==> src/rtl/shcc_pkg.sv <==
package shcc_pkg;

    // header layout
    localparam logic [5:0]  HDR_LEGACY  = 6'd16;
    localparam logic [5:0]  HDR_CURRENT = 6'd32;

    // magic and header kind bytes
    localparam logic [7:0]  MAGIC_V      = 8'h56;  // 'V'
    localparam logic [7:0]  MAGIC_N      = 8'h4E;  // 'N'
    localparam logic [7:0]  MAGIC_S      = 8'h53;  // 'S'
    localparam logic [7:0]  KIND_LEGACY  = 8'h30;  // '0'
    localparam logic [7:0]  KIND_CURRENT = 8'h56;  // 'V'

    // crc-32, reflected form
    localparam logic [31:0] CRC_POLY = 32'hEDB88320;
    localparam logic [31:0] CRC_ONES = 32'hFFFFFFFF;

    localparam logic [31:0] COUNT_MAX = 32'hFFFFFFFF;
    localparam logic [31:0] SUPPORTED_VERSION_RST = 32'd1;

    typedef enum logic [2:0] {
        ST_OK          = 3'd0,
        ST_BAD_MAGIC   = 3'd1,
        ST_TRUNCATED   = 3'd2,
        ST_PRE_RELEASE = 3'd3,
        ST_NEWER       = 3'd4,
        ST_INVALID     = 3'd5
    } status_t;

    typedef enum logic [1:0] {
        EC_NONE    = 2'd0,
        EC_FORMAT  = 2'd1,
        EC_VERSION = 2'd2
    } err_class_t;

    // word held in the input register
    typedef struct packed {
        logic [7:0] data;
        logic       last;
    } in_word_t;

    // running file state as it stands after the current word
    typedef struct packed {
        logic        overflow;
        logic [31:0] size;
        logic [31:0] crc;
    } stream_view_t;

    // one byte of the reflected crc-32, bit by bit
    function automatic logic [31:0] crc_byte(input logic [31:0] crc, input logic [7:0] b);
        logic [31:0] c;
        c = crc ^ {24'd0, b};
        for (int k = 0; k < 8; k++)
        begin
            if (c[0])
                c = (c >> 1) ^ CRC_POLY;
            else
                c = c >> 1;
        end
        return c;
    endfunction

endpackage

==> src/rtl/shcc_in_stage.sv <==
module shcc_in_stage (
    input  logic                clk,
    input  logic                rst_n,
    input  logic                in_valid,
    output logic                in_stall,
    input  logic [7:0]          data_byte,
    input  logic                last,
    input  logic                out_free,
    output logic                go,
    output shcc_pkg::in_word_t  word
);

    logic               valid_reg, valid_next;
    shcc_pkg::in_word_t word_reg;
    logic               accept;

    // a non-last word never waits; a last word waits for the result register
    assign go       = valid_reg && (!word_reg.last || out_free);
    assign in_stall = valid_reg && !go;
    assign accept   = in_valid && !in_stall;
    assign word     = word_reg;

    // valid bit of the input register
    always_comb
    begin
        valid_next = valid_reg;
        if (accept)
            valid_next = 1'b1;
        else if (go)
            valid_next = 1'b0;
    end

    always_ff @(posedge clk or negedge rst_n)
    begin
        if (!rst_n)
            valid_reg <= 1'b0;
        else
            valid_reg <= valid_next;
    end

    // payload capture
    always_ff @(posedge clk)
    begin
        if (accept)
        begin
            word_reg.data <= data_byte;
            word_reg.last <= last;
        end
    end

endmodule

==> src/rtl/shcc_stream.sv <==
module shcc_stream (
    input  logic                    clk,
    input  logic                    rst_n,
    input  logic                    go,
    input  shcc_pkg::in_word_t      word,
    output shcc_pkg::stream_view_t  view,
    output logic [31:0][7:0]        hdr_view
);

    logic [31:0]      count_reg;
    logic             ovf_reg;
    logic [31:0]      crc_reg;
    logic [7:0]       hdr_reg [32];

    logic             in_header;
    logic [4:0]       hdr_idx;
    logic             at_max;

    assign in_header = (count_reg[31:5] == 27'd0);
    assign hdr_idx   = count_reg[4:0];
    assign at_max    = (count_reg == shcc_pkg::COUNT_MAX);

    // state after the current word
    always_comb
    begin
        view.overflow = ovf_reg || at_max;
        view.size     = at_max ? count_reg : count_reg + 32'd1;
        view.crc      = in_header ? crc_reg : shcc_pkg::crc_byte(crc_reg, word.data);
    end

    // header bytes with the current word folded in
    always_comb
    begin
        for (int i = 0; i < 32; i++)
        begin
            if (in_header && (hdr_idx == 5'(i)))
                hdr_view[i] = word.data;
            else
                hdr_view[i] = hdr_reg[i];
        end
    end

    // count, crc and overflow; cleared after the last word of a file
    always_ff @(posedge clk or negedge rst_n)
    begin
        if (!rst_n)
        begin
            count_reg <= 32'd0;
            ovf_reg   <= 1'b0;
            crc_reg   <= shcc_pkg::CRC_ONES;
        end
        else if (go)
        begin
            if (word.last)
            begin
                count_reg <= 32'd0;
                ovf_reg   <= 1'b0;
                crc_reg   <= shcc_pkg::CRC_ONES;
            end
            else
            begin
                count_reg <= view.size;
                ovf_reg   <= view.overflow;
                crc_reg   <= view.crc;
            end
        end
    end

    // header store, kept across files
    always_ff @(posedge clk)
    begin
        if (go && in_header)
            hdr_reg[hdr_idx] <= word.data;
    end

endmodule

==> src/rtl/shcc_finish.sv <==
module shcc_finish (
    input  logic                    clk,
    input  logic                    rst_n,
    input  logic                    fire,
    input  shcc_pkg::stream_view_t  view,
    input  logic [31:0][7:0]        hdr_view,
    input  logic [31:0]             supported_version,
    output logic                    out_free,
    output logic                    out_valid,
    input  logic                    out_stall,
    output logic [2:0]              status,
    output logic [1:0]              error_class,
    output logic [31:0]             version,
    output logic [5:0]              header_length,
    output logic [31:0]             slot_id,
    output logic [31:0]             script_position,
    output logic [31:0]             scene_number,
    output logic [31:0]             time_stamp,
    output logic [31:0]             stored_crc,
    output logic [31:0]             payload_length
);

    logic                   out_valid_reg, out_valid_next;
    shcc_pkg::status_t      st_next, st_reg;
    shcc_pkg::err_class_t   ec_next, ec_reg;
    logic [31:0]            ver_next, ver_reg;
    logic [5:0]             hlen_next, hlen_reg;
    logic [31:0]            slot_next, slot_reg;
    logic [31:0]            pc_next, pc_reg;
    logic [31:0]            scene_next, scene_reg;
    logic [31:0]            ts_next, ts_reg;
    logic [31:0]            scrc_next, scrc_reg;
    logic [31:0]            plen_next, plen_reg;

    logic                   magic_ok;
    logic [31:0]            hv_ver;
    logic [31:0]            hv_scrc;
    logic [31:0]            plen_cur;

    assign out_free = !out_valid_reg || !out_stall;

    assign magic_ok = (hdr_view[0] == shcc_pkg::MAGIC_V) &&
                      (hdr_view[1] == shcc_pkg::MAGIC_N) &&
                      (hdr_view[2] == shcc_pkg::MAGIC_S);
    assign hv_ver   = hdr_view[7:4];
    assign hv_scrc  = hdr_view[27:24];
    assign plen_cur = view.size - {26'd0, shcc_pkg::HDR_CURRENT};

    // classify the finished file
    always_comb
    begin
        st_next    = shcc_pkg::ST_INVALID;
        ec_next    = shcc_pkg::EC_FORMAT;
        ver_next   = 32'd0;
        hlen_next  = 6'd0;
        slot_next  = 32'd0;
        pc_next    = 32'd0;
        scene_next = 32'd0;
        ts_next    = 32'd0;
        scrc_next  = 32'd0;
        plen_next  = 32'd0;
        priority if (view.overflow)
        begin
            st_next = shcc_pkg::ST_INVALID;
        end
        else if (view.size[31:4] == 28'd0)
        begin
            st_next = shcc_pkg::ST_TRUNCATED;
        end
        else if (!magic_ok)
        begin
            st_next = shcc_pkg::ST_BAD_MAGIC;
        end
        else if (hdr_view[3] == shcc_pkg::KIND_LEGACY)
        begin
            hlen_next  = shcc_pkg::HDR_LEGACY;
            slot_next  = hdr_view[7:4];
            pc_next    = hdr_view[11:8];
            scene_next = hdr_view[15:12];
            plen_next  = view.size - {26'd0, shcc_pkg::HDR_LEGACY};
            st_next    = shcc_pkg::ST_PRE_RELEASE;
            ec_next    = shcc_pkg::EC_VERSION;
        end
        else if (hdr_view[3] != shcc_pkg::KIND_CURRENT)
        begin
            st_next = shcc_pkg::ST_BAD_MAGIC;
        end
        else if (view.size[31:5] == 27'd0)
        begin
            st_next = shcc_pkg::ST_TRUNCATED;
        end
        else
        begin
            ver_next   = hv_ver;
            hlen_next  = shcc_pkg::HDR_CURRENT;
            slot_next  = hdr_view[11:8];
            pc_next    = hdr_view[15:12];
            scene_next = hdr_view[19:16];
            ts_next    = hdr_view[23:20];
            scrc_next  = hv_scrc;
            plen_next  = plen_cur;
            priority if (hv_ver < supported_version)
            begin
                st_next = shcc_pkg::ST_PRE_RELEASE;
                ec_next = shcc_pkg::EC_VERSION;
            end
            else if (hv_ver > supported_version)
            begin
                st_next = shcc_pkg::ST_NEWER;
                ec_next = shcc_pkg::EC_VERSION;
            end
            else if (hdr_view[31:28] != 32'd0)
            begin
                st_next = shcc_pkg::ST_INVALID;
            end
            else if (plen_cur != 32'd0)
            begin
                if ((view.crc ^ shcc_pkg::CRC_ONES) != hv_scrc)
                    st_next = shcc_pkg::ST_INVALID;
                else
                begin
                    st_next = shcc_pkg::ST_OK;
                    ec_next = shcc_pkg::EC_NONE;
                end
            end
            else if (hv_scrc != 32'd0)
            begin
                st_next = shcc_pkg::ST_INVALID;
            end
            else
            begin
                st_next = shcc_pkg::ST_OK;
                ec_next = shcc_pkg::EC_NONE;
            end
        end
    end

    // result register valid bit
    always_comb
    begin
        out_valid_next = out_valid_reg && out_stall;
        if (fire)
            out_valid_next = 1'b1;
    end

    always_ff @(posedge clk or negedge rst_n)
    begin
        if (!rst_n)
            out_valid_reg <= 1'b0;
        else
            out_valid_reg <= out_valid_next;
    end

    // result payload
    always_ff @(posedge clk)
    begin
        if (fire)
        begin
            st_reg    <= st_next;
            ec_reg    <= ec_next;
            ver_reg   <= ver_next;
            hlen_reg  <= hlen_next;
            slot_reg  <= slot_next;
            pc_reg    <= pc_next;
            scene_reg <= scene_next;
            ts_reg    <= ts_next;
            scrc_reg  <= scrc_next;
            plen_reg  <= plen_next;
        end
    end

    assign out_valid       = out_valid_reg;
    assign status          = st_reg;
    assign error_class     = ec_reg;
    assign version         = ver_reg;
    assign header_length   = hlen_reg;
    assign slot_id         = slot_reg;
    assign script_position = pc_reg;
    assign scene_number    = scene_reg;
    assign time_stamp      = ts_reg;
    assign stored_crc      = scrc_reg;
    assign payload_length  = plen_reg;

endmodule

==> src/rtl/save_header_check_crc32.sv <==
// Save-file header checker with payload CRC-32. The file streams in one byte
// per word, header first, with last set on the final byte; exactly one result
// word comes out for that byte, carrying status, error class and the parsed
// header fields. The block takes one byte every cycle unless a last byte is
// held back; the result word is valid from the clock edge after the one that
// takes the last byte, as long as the result register is free, the path being
// the input register, then the byte-wide CRC update and header capture
// feeding the classification logic, then the result register. A stalled
// result holds back the next last byte and those after it; earlier bytes
// keep flowing. There is no clearing pass after reset. supported_version
// may be written only while no file is in flight; it resets to 1.
module save_header_check_crc32 (
    input  logic        clk,
    input  logic        rst_n,
    input  logic        in_valid,
    output logic        in_stall,
    input  logic [7:0]  data_byte,
    input  logic        last,
    output logic        out_valid,
    input  logic        out_stall,
    output logic [2:0]  status,
    output logic [1:0]  error_class,
    output logic [31:0] version,
    output logic [5:0]  header_length,
    output logic [31:0] slot_id,
    output logic [31:0] script_position,
    output logic [31:0] scene_number,
    output logic [31:0] time_stamp,
    output logic [31:0] stored_crc,
    output logic [31:0] payload_length,
    input  logic        cfg_valid,
    output logic        cfg_ready,
    input  logic [31:0] cfg_data
);

    logic                   go;
    logic                   out_free;
    shcc_pkg::in_word_t     word;
    shcc_pkg::stream_view_t view;
    logic [31:0][7:0]       hdr_view;
    logic [31:0]            supported_version_reg;

    // configuration register
    assign cfg_ready = 1'b1;

    always_ff @(posedge clk or negedge rst_n)
    begin
        if (!rst_n)
            supported_version_reg <= shcc_pkg::SUPPORTED_VERSION_RST;
        else if (cfg_valid && cfg_ready)
            supported_version_reg <= cfg_data;
    end

    shcc_in_stage u_in (
        .clk       (clk),
        .rst_n     (rst_n),
        .in_valid  (in_valid),
        .in_stall  (in_stall),
        .data_byte (data_byte),
        .last      (last),
        .out_free  (out_free),
        .go        (go),
        .word      (word)
    );

    shcc_stream u_stream (
        .clk      (clk),
        .rst_n    (rst_n),
        .go       (go),
        .word     (word),
        .view     (view),
        .hdr_view (hdr_view)
    );

    shcc_finish u_finish (
        .clk               (clk),
        .rst_n             (rst_n),
        .fire              (go && word.last),
        .view              (view),
        .hdr_view          (hdr_view),
        .supported_version (supported_version_reg),
        .out_free          (out_free),
        .out_valid         (out_valid),
        .out_stall         (out_stall),
        .status            (status),
        .error_class       (error_class),
        .version           (version),
        .header_length     (header_length),
        .slot_id           (slot_id),
        .script_position   (script_position),
        .scene_number      (scene_number),
        .time_stamp        (time_stamp),
        .stored_crc        (stored_crc),
        .payload_length    (payload_length)
    );

endmodule

==> config.mk <==
export PLATFORM = sky130hd
export DESIGN_NAME = save_header_check_crc32
export DESIGN_NICKNAME = d
export VERILOG_FILES = /design/src/rtl/shcc_pkg.sv /design/src/rtl/shcc_in_stage.sv /design/src/rtl/shcc_stream.sv /design/src/rtl/shcc_finish.sv /design/src/rtl/save_header_check_crc32.sv
export SDC_FILE = /design/constraint.sdc
export NUM_CORES = 1
export LEC_CHECK = 0
export BUFFER_PORTS_ARGS = -buffer_cell sky130_fd_sc_hd__buf_2
export CAP_MARGIN = 25
export CORE_MARGIN = 5
export CORE_UTILIZATION = 31
export CTS_CLUSTER_SIZE = 20
export DETAILED_ROUTE_END_ITERATION = 10
export MAX_ROUTING_LAYER = met4
export PLACE_DENSITY = 0.51
export SKIP_LAST_GASP = 1
export SLEW_MARGIN = 20
export SYNTH_ARGS = -nofsm -noshare
export SYNTH_HDL_FRONTEND = slang
export SYNTH_SLANG_ARGS = --single-unit
==> constraint.sdc <==
create_clock -name clk -period 6.9 [get_ports clk]
set_input_delay 1.38 -clock clk [delete_from_list [all_inputs] [get_ports clk]]
set_output_delay 1.38 -clock clk [all_outputs]
set_load 0.03 [all_outputs]
==> summary.md <==
| Metric | Value |
|---|---|
| Outcome | `complete, no violations` |
| Vias in the first global route | `19670` |
| Clock skew | `0.05356 ns` |
| Area leader, netlist | `edfxtp_1` |
| IO buf count | `278` |
| Max Fclk | `167.0 MHz` |
| Initial Utilization | `31.25%` |
| Die height | `311.2 µm` |
| Sink Count | `595` |
| DRT Pass-1 Iters | `6` |
| Vias after detailed routing | `19830` |
| Kind of critical path | `flop to flop` |
| ANT nets after route | `0` |
| Final Hold Viols | `0` |
| Largest net degree at the start of global routing | `167` |
| CP cell instances | `ha_1 -> nand3_2 -> inv_1 -> nand4_2 -> o21ai_0 -> xor2_1 -> ha_1 -> inv_1 -> a31oi_1 -> o21a_1 -> nand4_2 -> nor4_1 -> xnor2_1 -> o2111ai_1 -> or4_4 -> o311ai_1 -> a21boi_1 -> o31a_1` |
| Slew HR | `30.30%` |
| Wire per inst | `24.49 µm` |
| Max FFs per register | `256` |
| Post-CTS Resized | `0` |
| Core area | `90010 µm²` |
| Switching share of power | `30.54%` |
| Mean Syn Cell Area | `12.47 µm²` |
| Cell variety after synth | `98` |
| Buf+Inv Stages, Crit Path | `2` |
| Slew @ Worst Pin | `1.042 ns` |
| CP endpoint kind | `flop` |
| VDD IR max | `184.9 µV` |
| Crit path max-delay family | `simple AND/OR/NAND/NOR gates` |
| Hold Buf Count CTS | `0` |
| Synth Cell Area | `28130 µm²` |
| Tcrit/Tclk final | `86.77%` |
| Worst-Skew Late Latency | `0.66 ns` |
| Main area contributors after synthesis | `edfxtp_1 (53%), mux2i_1 (6.4%), dfrtp_1 (5.9%)` |
| Critical Path AT | `6.37 ns` |
| P_int | `7.393 mW` |
| Top-Level Pins | `284` |
| Share of post-route cells with drive strength above 1 | `21.21%` |
| Post-synth EDFFs | `496` |
| Slowest stage cell, crit path | `nor4_1` |
| Register area share after synthesis | `61.91%` |
| Max-Cap Viols | `0` |
| Post CTS Setup Buffer Count | `0` |
| GR Util All Layers | `19.02%` |
| CTS tree | `built` |
| Asr flop ratio synth | `16.64%` |
| PD cells | `317.9 nW/µm²` |
| GPL Wtd Cong | `0.9089` |
| Comb pwr share | `22.6%` |
| Crit start category | `flop` |
| Clock Tree Buf Depth | `3` |
| Sequential share of power | `40.2%` |
| Endpoints failing setup | `0` |
| Max FO, Critical Path | `10` |
| TritonCTS buffer count | `72` |
| Area growth syn-to-layout | `19.06%` |
| Leak | `12.25 nW` |
| Row count | `110` |
| Tmin final | `5.987 ns` |
| Delay of the slowest critical-path stage | `0.57 ns` |
| Most frequent cells after synthesis | `edfxtp_1 (496), nor2_1 (194), mux2i_1 (181)` |
| Flops & latches, synth | `595` |
| Initial drt markers | `2023` |
| CTS root buf | `clkbuf_16` |
| Final nets | `2620` |
| Clock-pin slew on the worst setup and hold paths | `0.06 ns` |
| Die X-Extent | `311.2 µm` |
| Die ar. | `96860 µm²` |
| # H-tree levels | `3` |
| First-pass GRT wire length | `136600 µm` |
| WL final | `92240 µm` |
| Initial antenna violation count | `2` |
| Unrepaired setup endpoints after global routing | `no` |
| Critical Path RT | `7.28 ns` |
| DP HPWL | `64700 µm` |
| # DRC | `0` |
| Most frequent cell after synthesis | `edfxtp_1` |
| Clock power share | `37.1%` |
| Post-synth top area share | `52.95%` |
| Total Neg Setup Slack | `0 ns` |
| Slew Viols, Final | `0` |
| Mapped Cells | `2256` |
| Yosys warnings | `0` |
| Worst hold path class | `flop to flop` |
| Ys flop type | `edfxtp_1` |
| Vias per Instance | `5.265` |
| Total power draw | `10.64 mW` |
| GRT overflow | `0` |
| NetSw | `3.251 mW` |
==> cell families (layout without fill, tap and decap cells) <==
kind of cell / Yosys count / count (layout) / synth area share, %
and+or+nand+nor: 635 / 635 / 11.70
DFF: 595 / 595 / 61.91
AOI/OAI and AO/OA: 426 / 426 / 9.670
buffers and inverters: 221 / 551 / 3.350
muxes: 186 / 186 / 6.663
xor gates and xnor gates: 148 / 148 / 4.769
adders and majority gates: 43 / 43 / 1.913
other: 2 / 7 / 0.02670
==> cells in the final DEF, fill, tap and decap left out, types with 25 or more instances in the layout <==
cell type	instances
a21oi_1	89
and2_1	44
buf_2	277
buf_4	53
clkbuf_16	72
dfrtp_1	66
dfstp_2	33
edfxtp_1	496
ha_1	43
inv_1	77
mux2i_1	181
nand2_1	134
nand3_1	30
nand4_1	44
nor2_1	193
nor3_1	43
nor4_1	26
o21ai_0	97
o22a_1	25
o22ai_1	108
xnor2_1	87
xor2_1	58
==> final cells by class <==
cell class,count,area (µm²)
multi-input cells,1443,9889
inverters,79,299.0
fillers,8733,56520
well taps,1176,1471
flip-flops and latches,595,17410
diodes,2,5.005
repair buffers,340,1927
clock buffers,94,1934
clock inverters,38,550.5
==> worst paths after layout <==
check,cells after the start,end,slack [ns],from
worst max-delay path,18,u_finish.status[0]$_SDFFCE_PN1P_,0.91,u_stream.count_reg[0]$_DFFE_PN0P_
worst min-delay path,2,u_stream.ovf_reg$_DFFE_PN0P_,0.50,u_stream.ovf_reg$_DFFE_PN0P_
worst max register to register,18,u_finish.status[0]$_SDFFCE_PN1P_,0.91,u_stream.count_reg[0]$_DFFE_PN0P_
worst min register to register,2,u_stream.ovf_reg$_DFFE_PN0P_,0.50,u_stream.ovf_reg$_DFFE_PN0P_
max in group asynchronous,2,supported_version_reg[8]$_DFFE_PN0P_,5.14,rst_n
min in group asynchronous,1,u_stream.crc_reg[3]$_DFFE_PN1P_,0.99,rst_n
==> power by group through the flow <==
| stage | Combinational [mW] | Clock (mW) | Sequential (mW) |
|---|---|---|---|
| after global routing | 2.61 | 4.21 | 4.30 |
| after CTS | 2.40 | 4.06 | 4.28 |
| after floorplan | 1.64 | 0 | 4.43 |
| final | 2.41 | 3.95 | 4.28 |
| after detailed placement | 2.39 | 0 | 4.35 |
| after global placement | 2.38 | 0 | 4.35 |
==> layer usage <==
layer / GRT usage (%) / vias to the layer above / routed length, µm
met4: 5.869 / 0 / 2776
met3: 3.963 / 154 / 6663
li1: - / 8977 / -
met2: 27.54 / 829 / 40370
met1: 26.94 / 9874 / 42430
met5: - / - / 0
==> per-stage QoR <==
stage | hold slack, ns | cell area, µm² | util (%) | worst slack, ns | cells
after floorplan | 0.4632 | 28140 | - | 1.650 | 2259
after global placement | 0.4789 | 30930 | 34.36 | 1.167 | 3628
after detailed placement | 0.4843 | 30940 | 34.37 | 0.9617 | 3628
after CTS | 0.4977 | 33420 | 37.13 | 0.9468 | 3760
after global routing | 0.5264 | 33490 | 37.21 | 0.4535 | 3767
final | 0.5011 | 33490 | 37.21 | 0.9129 | 3767
==> worst register-to-register path: cells and delay by family, from the launching register on <==
family | cells | cell delay, ns
buffers and inverters | 2 | 0.37
DFF | 1 | 0.55
xor gates and xnor gates | 2 | 0.66
adders and majority gates | 2 | 0.65
AOI/OAI and AO/OA | 7 | 1.64
and+or+nand+nor | 5 | 1.87
Note: power is estimated with default switching activity, not from simulation.
